**src/design/mpq_pkg.sv**
```systemverilog
// mpq_pkg: shared types and constants for the multilevel priority ready queue
// used by multilevel_priority_ready_queue; depends on nothing
`default_nettype none

package mpq_pkg;

  localparam int unsigned MaxProcsDef  = 16;
  localparam int unsigned NumLevelsDef = 8;
  localparam int unsigned PidW         = 4;
  localparam int unsigned PriW         = 3;

  typedef enum logic {
    OP_ENQUEUE = 1'b0,
    OP_REMOVE  = 1'b1
  } op_e;

  typedef enum logic [2:0] {
    ST_IDLE,
    ST_ENQ_WR,
    ST_DEQ_CHK,
    ST_DEQ_WR,
    ST_HEAD_RD,
    ST_RESULT
  } state_e;

  typedef struct packed {
    op_e              op;
    logic [PidW-1:0]  process_id;
    logic [PriW-1:0]  priority_req;
  } req_t;

  typedef struct packed {
    logic             accepted;
    logic [PidW-1:0]  running_process;
    logic [PriW-1:0]  running_level;
    logic             any_ready;
  } rsp_t;

endpackage

`default_nettype wire

```
**src/design/mpq_ram.sv**
```systemverilog
// mpq_ram: generic single write port, single read port ram with registered read
// stand-alone; no package needed
`default_nettype none

module mpq_ram #(
  parameter int unsigned Width = 4,
  parameter int unsigned Depth = 16
) (
  input  wire logic                     clk_i,
  input  wire logic                     we_i,
  input  wire logic [$clog2(Depth)-1:0] waddr_i,
  input  wire logic [Width-1:0]         wdata_i,
  input  wire logic [$clog2(Depth)-1:0] raddr_i,
  output logic      [Width-1:0]         rdata_o
);

  logic [Width-1:0] mem_q [Depth];

  always_ff @(posedge clk_i) begin
    if (we_i) begin
      mem_q[waddr_i] <= wdata_i;
    end
    rdata_o <= mem_q[raddr_i];
  end

endmodule

`default_nettype wire

```
**src/design/multilevel_priority_ready_queue.sv**
```systemverilog
// multilevel_priority_ready_queue: ready-queue scheduler, one linked fifo per level
// depends on mpq_pkg and mpq_ram (link, head and tail stores)
//
// usage: drive req_i and raise start while busy is low; the word is taken at
// that clock edge and busy stays high until the result has gone out. an
// enqueue appends process_id at the tail of its level (refused when the queue
// holds MAX_PROCS processes); a removal takes out the running process at the
// current level (refused when nothing is ready). every word gives exactly one
// result on rsp_o, shown for one cycle with done_o high; it cannot be held off.
// timing: the lists live in three small rams with registered read, stepped by
// one sequencer. a refused word goes straight to the head read and then the
// result state; an enqueue first writes its list, a removal first checks its
// level and, when a successor is fetched through the link store, then writes
// the new head; busy drops in the cycle after done_o, so no new word is taken
// before the last result has gone out.
// reset clears the level occupancy bits, current level and count; the rams
// hold no reset value and their contents are only used at entries already written.
`default_nettype none

module multilevel_priority_ready_queue #(
  parameter int unsigned MAX_PROCS  = mpq_pkg::MaxProcsDef,
  parameter int unsigned NUM_LEVELS = mpq_pkg::NumLevelsDef
) (
  input  wire logic          clk_i,
  input  wire logic          rst_ni,
  input  wire logic          start,
  input  wire mpq_pkg::req_t req_i,
  output logic               busy,
  output logic               done_o,
  output mpq_pkg::rsp_t      rsp_o
);

  localparam int unsigned SlotW = $clog2(MAX_PROCS);
  localparam int unsigned LvlW  = $clog2(NUM_LEVELS);
  localparam int unsigned CntW  = $clog2(MAX_PROCS + 1);
  localparam int unsigned PidW  = mpq_pkg::PidW;

  // link slot of a process id: id modulo MAX_PROCS by repeated subtraction
  function automatic logic [SlotW-1:0] slot_f(input logic [PidW-1:0] pid);
    logic [8:0] v;
    v = 9'(pid);
    for (int k = 0; k < 8; k++) begin
      if (v >= 9'(MAX_PROCS)) begin
        v = v - 9'(MAX_PROCS);
      end
    end
    return v[SlotW-1:0];
  endfunction

  function automatic logic [LvlW-1:0] top_f(input logic [NUM_LEVELS-1:0] ne);
    logic [LvlW-1:0] lvl;
    lvl = '0;
    for (int i = 0; i < NUM_LEVELS; i++) begin
      if (ne[i]) begin
        lvl = LvlW'(i);
      end
    end
    return lvl;
  endfunction

  function automatic logic [LvlW-1:0] sat_f(input logic [mpq_pkg::PriW-1:0] pri);
    logic [LvlW-1:0] lvl;
    if (int'(pri) >= int'(NUM_LEVELS)) begin
      lvl = LvlW'(NUM_LEVELS - 1);
    end else begin
      lvl = LvlW'(pri);
    end
    return lvl;
  endfunction

  mpq_pkg::state_e state_q, state_d;

  logic [NUM_LEVELS-1:0] nonempty_q, nonempty_d;
  logic [LvlW-1:0]       current_q, current_d;
  logic [CntW-1:0]       total_q, total_d;
  logic                  ok_q, ok_d;
  logic [PidW-1:0]       pid_q;
  logic [LvlW-1:0]       pri_q;
  logic [LvlW-1:0]       lvl_q;

  logic [LvlW-1:0] lvl_idle;
  logic [LvlW-1:0] pri_in;
  logic            full;
  logic            accept;

  logic             head_we, tail_we, link_we;
  logic [LvlW-1:0]  head_waddr, head_raddr, tail_raddr;
  logic [PidW-1:0]  head_wdata;
  logic [SlotW-1:0] link_waddr, link_raddr;
  logic [PidW-1:0]  head_rd, tail_rd, link_rd;

  assign lvl_idle = nonempty_q[current_q] ? current_q : top_f(nonempty_q);
  assign pri_in   = sat_f(req_i.priority_req);
  assign full     = (total_q == CntW'(MAX_PROCS));
  assign accept   = start && !busy;

  // next state
  always_comb begin
    state_d = state_q;
    case (state_q)
      mpq_pkg::ST_IDLE: begin
        if (start) begin
          if (req_i.op == mpq_pkg::OP_ENQUEUE) begin
            state_d = full ? mpq_pkg::ST_HEAD_RD : mpq_pkg::ST_ENQ_WR;
          end else begin
            state_d = (|nonempty_q) ? mpq_pkg::ST_DEQ_CHK : mpq_pkg::ST_HEAD_RD;
          end
        end
      end
      mpq_pkg::ST_ENQ_WR:  state_d = mpq_pkg::ST_HEAD_RD;
      mpq_pkg::ST_DEQ_CHK: begin
        state_d = (head_rd != tail_rd) ? mpq_pkg::ST_DEQ_WR : mpq_pkg::ST_HEAD_RD;
      end
      mpq_pkg::ST_DEQ_WR:  state_d = mpq_pkg::ST_HEAD_RD;
      mpq_pkg::ST_HEAD_RD: state_d = mpq_pkg::ST_RESULT;
      mpq_pkg::ST_RESULT:  state_d = mpq_pkg::ST_IDLE;
      default:             state_d = mpq_pkg::ST_IDLE;
    endcase
  end

  // ram control and queue bookkeeping
  always_comb begin
    head_we    = 1'b0;
    tail_we    = 1'b0;
    link_we    = 1'b0;
    head_waddr = pri_q;
    head_wdata = pid_q;
    head_raddr = current_q;
    tail_raddr = current_q;
    link_waddr = slot_f(tail_rd);
    link_raddr = slot_f(head_rd);
    nonempty_d = nonempty_q;
    current_d  = current_q;
    total_d    = total_q;
    ok_d       = ok_q;
    case (state_q)
      mpq_pkg::ST_IDLE: begin
        head_raddr = lvl_idle;
        tail_raddr = (req_i.op == mpq_pkg::OP_REMOVE) ? lvl_idle : pri_in;
        if (start) begin
          ok_d = (req_i.op == mpq_pkg::OP_ENQUEUE) ? !full : (|nonempty_q);
        end
      end
      mpq_pkg::ST_ENQ_WR: begin
        tail_we = 1'b1;
        if (nonempty_q[pri_q]) begin
          link_we = 1'b1;
        end else begin
          head_we = 1'b1;
        end
        nonempty_d[pri_q] = 1'b1;
        if (pri_q > current_q) begin
          current_d = pri_q;
        end
        total_d = total_q + CntW'(1);
      end
      mpq_pkg::ST_DEQ_CHK: begin
        if (head_rd != tail_rd) begin
          current_d = lvl_q;
        end else begin
          nonempty_d[lvl_q] = 1'b0;
          current_d         = top_f(nonempty_d);
        end
        if (total_q != '0) begin
          total_d = total_q - CntW'(1);
        end
      end
      mpq_pkg::ST_DEQ_WR: begin
        head_we    = 1'b1;
        head_waddr = lvl_q;
        head_wdata = link_rd;
      end
      default: begin
      end
    endcase
  end

  // outputs
  always_comb begin
    busy                  = (state_q != mpq_pkg::ST_IDLE);
    done_o                = (state_q == mpq_pkg::ST_RESULT);
    rsp_o.accepted        = ok_q;
    rsp_o.any_ready       = |nonempty_q;
    rsp_o.running_process = (|nonempty_q) ? head_rd : '0;
    rsp_o.running_level   = (|nonempty_q) ? mpq_pkg::PriW'(current_q) : '0;
  end

  always_ff @(posedge clk_i or negedge rst_ni) begin
    if (!rst_ni) begin
      state_q    <= mpq_pkg::ST_IDLE;
      nonempty_q <= '0;
      current_q  <= '0;
      total_q    <= '0;
    end else begin
      state_q    <= state_d;
      nonempty_q <= nonempty_d;
      current_q  <= current_d;
      total_q    <= total_d;
    end
  end

  // word held for the length of the operation
  always_ff @(posedge clk_i) begin
    ok_q <= ok_d;
    if (accept) begin
      pid_q <= req_i.process_id;
      pri_q <= pri_in;
      lvl_q <= lvl_idle;
    end
  end

  mpq_ram #(
    .Width (PidW),
    .Depth (NUM_LEVELS)
  ) u_head_ram (
    .clk_i   (clk_i),
    .we_i    (head_we),
    .waddr_i (head_waddr),
    .wdata_i (head_wdata),
    .raddr_i (head_raddr),
    .rdata_o (head_rd)
  );

  mpq_ram #(
    .Width (PidW),
    .Depth (NUM_LEVELS)
  ) u_tail_ram (
    .clk_i   (clk_i),
    .we_i    (tail_we),
    .waddr_i (pri_q),
    .wdata_i (pid_q),
    .raddr_i (tail_raddr),
    .rdata_o (tail_rd)
  );

  mpq_ram #(
    .Width (PidW),
    .Depth (MAX_PROCS)
  ) u_link_ram (
    .clk_i   (clk_i),
    .we_i    (link_we),
    .waddr_i (link_waddr),
    .wdata_i (pid_q),
    .raddr_i (link_raddr),
    .rdata_o (link_rd)
  );

endmodule

`default_nettype wire
```
**config.mk**
```make
export PLATFORM = sky130hd
export DESIGN_NAME = multilevel_priority_ready_queue
export DESIGN_NICKNAME = d
export VERILOG_FILES = /design/src/design/mpq_pkg.sv /design/src/design/mpq_ram.sv /design/src/design/multilevel_priority_ready_queue.sv
export SDC_FILE = /design/constraint.sdc
export NUM_CORES = 1
export LEC_CHECK = 0
export BUFFER_PORTS_ARGS = -buffer_cell sky130_fd_sc_hd__buf_2
export CAP_MARGIN = 20
export CORE_UTILIZATION = 45
export CTS_CLUSTER_DIAMETER = 200
export DETAILED_ROUTE_END_ITERATION = 8
export HOLD_SLACK_MARGIN = 0.05
export PLACE_DENSITY = 0.63
export SLEW_MARGIN = 20
export SYNTH_ARGS = -nofsm -noshare
export SYNTH_HDL_FRONTEND = slang
export SYNTH_HIERARCHICAL = 1
export SYNTH_SLANG_ARGS = --single-unit
```
**constraint.sdc**
```tcl
create_clock -name clk_i -period 2.9 [get_ports clk_i]
set_clock_uncertainty 0.15 [all_clocks]
set_input_delay 0.29 -clock clk_i [delete_from_list [all_inputs] [get_ports clk_i]]
set_output_delay 0.29 -clock clk_i [all_outputs]
set_load 0.005 [all_outputs]
```
==> summary.txt <==
Layout
  • Antenna fix cells: 0
  • Filler cells: 1,341
  • Nets: 583
  • Share of cells above drive strength 1: 0.204
  • Area grow syn2layout: 15.9%

Setup path
  • Worst setup SP type: flip-flop
  • CP max FO: 8
  • Worst R2R End: u_tail_ram/rdata_o[2]
  • Reg2reg path depth: 7
  • Reg-to-Reg Start: current_q[0]
  • FF-to-FF setup slack: 130 ps
  • Crit path kind: flip-flop to flip-flop
  • WP data arrival: 2940 ps
  • CP required: 3070 ps
  • CP endpoint kind: flip-flop

Synth
  • Post-synth EDFFs: 139
  • Async SR Flop Fraction: 0.112
  • Area contributors post-synth: edfxtp_1, mux4_1, dfrtp_1
  • Post-synth top flop: edfxtp_1
  • Syn nets: 522
  • Area leader, netlist: edfxtp_1
  • Top-area cell type share of the netlist area: 0.547
  • Synthesized instance count: 504
  • Post-Syn Area: 0.00763 mm^2
  • Cell variety after synth: 60
  • Mean post-synth cell area: 15.1 um^2
  • Yosys Warn Count: 6
  • Synth Register Bits: 170
  • Sequential share of the synthesized area: 0.641

GRT
  • Met3 usage: 0.0392
  • Largest net degree at the start of global routing: 26
  • Gr busiest metal: met2
  • GR Util met1: 0.272
  • First-pass GRT wire length: 25,900 um
  • Initial antenna violation count: 0
  • Gr usage total: 0.202
  • Gr ovfl total: 0
  • Vias in the first global route: 4,614
  • Met2 GRT Util: 0.325

Timing
  • Period Utilization, post-route: 0.954
  • Setup violators final: 0
  • RSZ-0062 raised after global routing: false
  • Crit path time final: 2770 ps
  • Pins Over Slew Limit: 0
  • Fmax: 362 MHz
  • Worst-Margin Slew: 805 ps
  • Final WS setup: 135 ps
  • Final hold viol count: 0
  • Max-slew headroom: 0.463
  • Setup TNS: 0 ps

Die
  • Top Ports: 22
  • Die X: 132 um
  • Core Rows: 47
  • Initial core utilization: 0.460
  • Core Region: 0.0166 mm^2
  • Die Ht: 132 um
  • Die ar.: 0.0175 mm^2

Drt
  • Vias post-DR: 4,621
  • Remaining antenna violation count: 0
  • WL final: 16,400 um
  • Wire per inst: 20.5 um
  • Vias/cell: 5.79
  • Iter 0 DRT Violations: 390
  • DRC viols: 0
  • TritonRoute pass-1 iters: 5

Pwr
  • LEAKAGE: 3.22 nW
  • PnR Total Power: 9.12 mW
  • Power Density: 1030 mW/mm^2
  • Worst VDD drop: 492 uV

Min path
  • Class of the worst hold path: primary input to async pin

Clocking
  • TritonCTS clock tree: built
  • # Post-CTS Setup Buffers: 0
  • H-tree Lvls: 4
  • Clock Sinks: 170
  • Clock buffer depth: 2
  • Clock transition at path regs: 60 ps
  • Num CTS Buffers: 17
  • Clk root buf: clkbuf_16
  • Worst-skew pair later-pin latency: 430 ps

Run
  • Max-cap violations: 0

Run status
  • Outcome: completed

Place
  • Hpwl dp: 11,600 um
  • Place WS: 135 ps
  • Gpl congestion: 0.869
  • Port bufs: 21
-- report_power, final --
part / switching (mW) / total (mW) / internal, mW
clock network: 0.919 / 2.33 / 1.41
logic: 1.63 / 3.22 / 1.59
registers: 0.459 / 3.57 / 3.11
total: 3.01 / 9.12 / 6.11
-- cells in the mapped netlist, types with 5 or more instances --
cell type and n:
o21ai_0 10, a31oi_1 12, dfrtp_1 19, ha_1 6
nand3_1 17, edfxtp_1 139, buf_6 5, buf_2 5
clkbuf_1 12, nand2_1 29, dfxtp_1 12, mux4_1 30
nor2_1 49, a21oi_1 18, mux2_2 15, xor2_1 6
inv_1 16, nor3_1 12, mux2i_1 10, nand2b_1 10
-- critical path, stage by stage, from the launching register on --
cell and delay, ps:
dfrtp_1 370, mux4_2 540, a21oi_4 240, o21a_1 160, o22a_1 210, buf_12 150, mux4_1 560, mux2_2 280
-- timing repair --
action,CTS,global route
endpoints found under the hold margin,28,0
setup endpoints to repair,0,3
hold buffers,10,0
gates resized for setup,0,1
-- layout make-up --
type                    instances  area [um^2]  share of cell area
inverters                      16         60.1             0.00679
flip-flops and latches        170         4890               0.553
well taps                     220          275              0.0311
clock inverters                 9          139              0.0157
multi-input cells             294         2530               0.286
repair buffers                 66          480              0.0543
clock buffers                  23          468              0.0529
-- cells in the final DEF (no fill, tap or decap), types with 6 or more instances in the layout --
master         instances
edfxtp_1             139
dfrtp_1               19
mux4_1                30
nand2_1               29
o21ai_0               10
dlygate4sd3_1         10
xor2_1                 6
clkbuf_16             17
a21oi_1               18
a31oi_1               12
dfxtp_1               12
nor3_1                12
nand2b_1              10
ha_1                   6
nand3_1               17
mux2_2                15
inv_1                 16
buf_4                 34
nor2_1                49
mux2i_1               10
buf_2                 21
-- logic make-up after synthesis --
group / count (synthesis) / synth area share
flip-flops: 170 / 0.641
AND/OR/NAND/NOR: 144 / 0.0932
AO/OA/AOI/OAI: 77 / 0.0678
multiplexers: 59 / 0.149
buffers and inverters: 40 / 0.0281
XOR/XNOR: 7 / 0.00804
adder cells (fa/ha/maj): 7 / 0.0125
-- sequential cells by signal, summed over array words and instances, names as in the netlist, 3 cells and up --
register,count
u_link_ram/mem_q,64
u_head_ram/mem_q,32
u_tail_ram/mem_q,32
nonempty_q,8
total_q,5
pid_q,4
u_head_ram/rdata_o,4
u_link_ram/rdata_o,4
u_tail_ram/rdata_o,4
current_q,3
lvl_q,3
pri_q,3
state_q,3
-- how the worst max path moves through the flow --
stage / endpoint / slack [ps] / start
finish: u_tail_ram/rdata_o[2] / 130 / current_q[0]
detailed placement: u_tail_ram/rdata_o[2] / 140 / current_q[0]
CTS: u_tail_ram/rdata_o[2] / 90 / current_q[2]
global placement: u_tail_ram/rdata_o[2] / 170 / current_q[0]
global route: u_head_ram/rdata_o[1] / 20 / current_q[0]
floorplan: u_link_ram/mem_q[0][0] / 100 / pri_q[1]
-- per-layer routing --
layer	share of wire	up-vias
met5	0	-
met4	0.026	0
met3	0.041	34
met2	0.49	150
met1	0.44	2337
li1	-	2100
-- through the flow --
step                      cells  utilization  cell area (um^2)  hold slack, ps
after floorplan             504            -              7630            -156
after global placement      756        0.490              8130             112
after detailed placement    756        0.490              8130             116
after CTS                   798        0.533              8840             179
after global routing        798        0.533              8840             248
final                       798        0.533              8840             203
(Power assumes the default switching activity.)
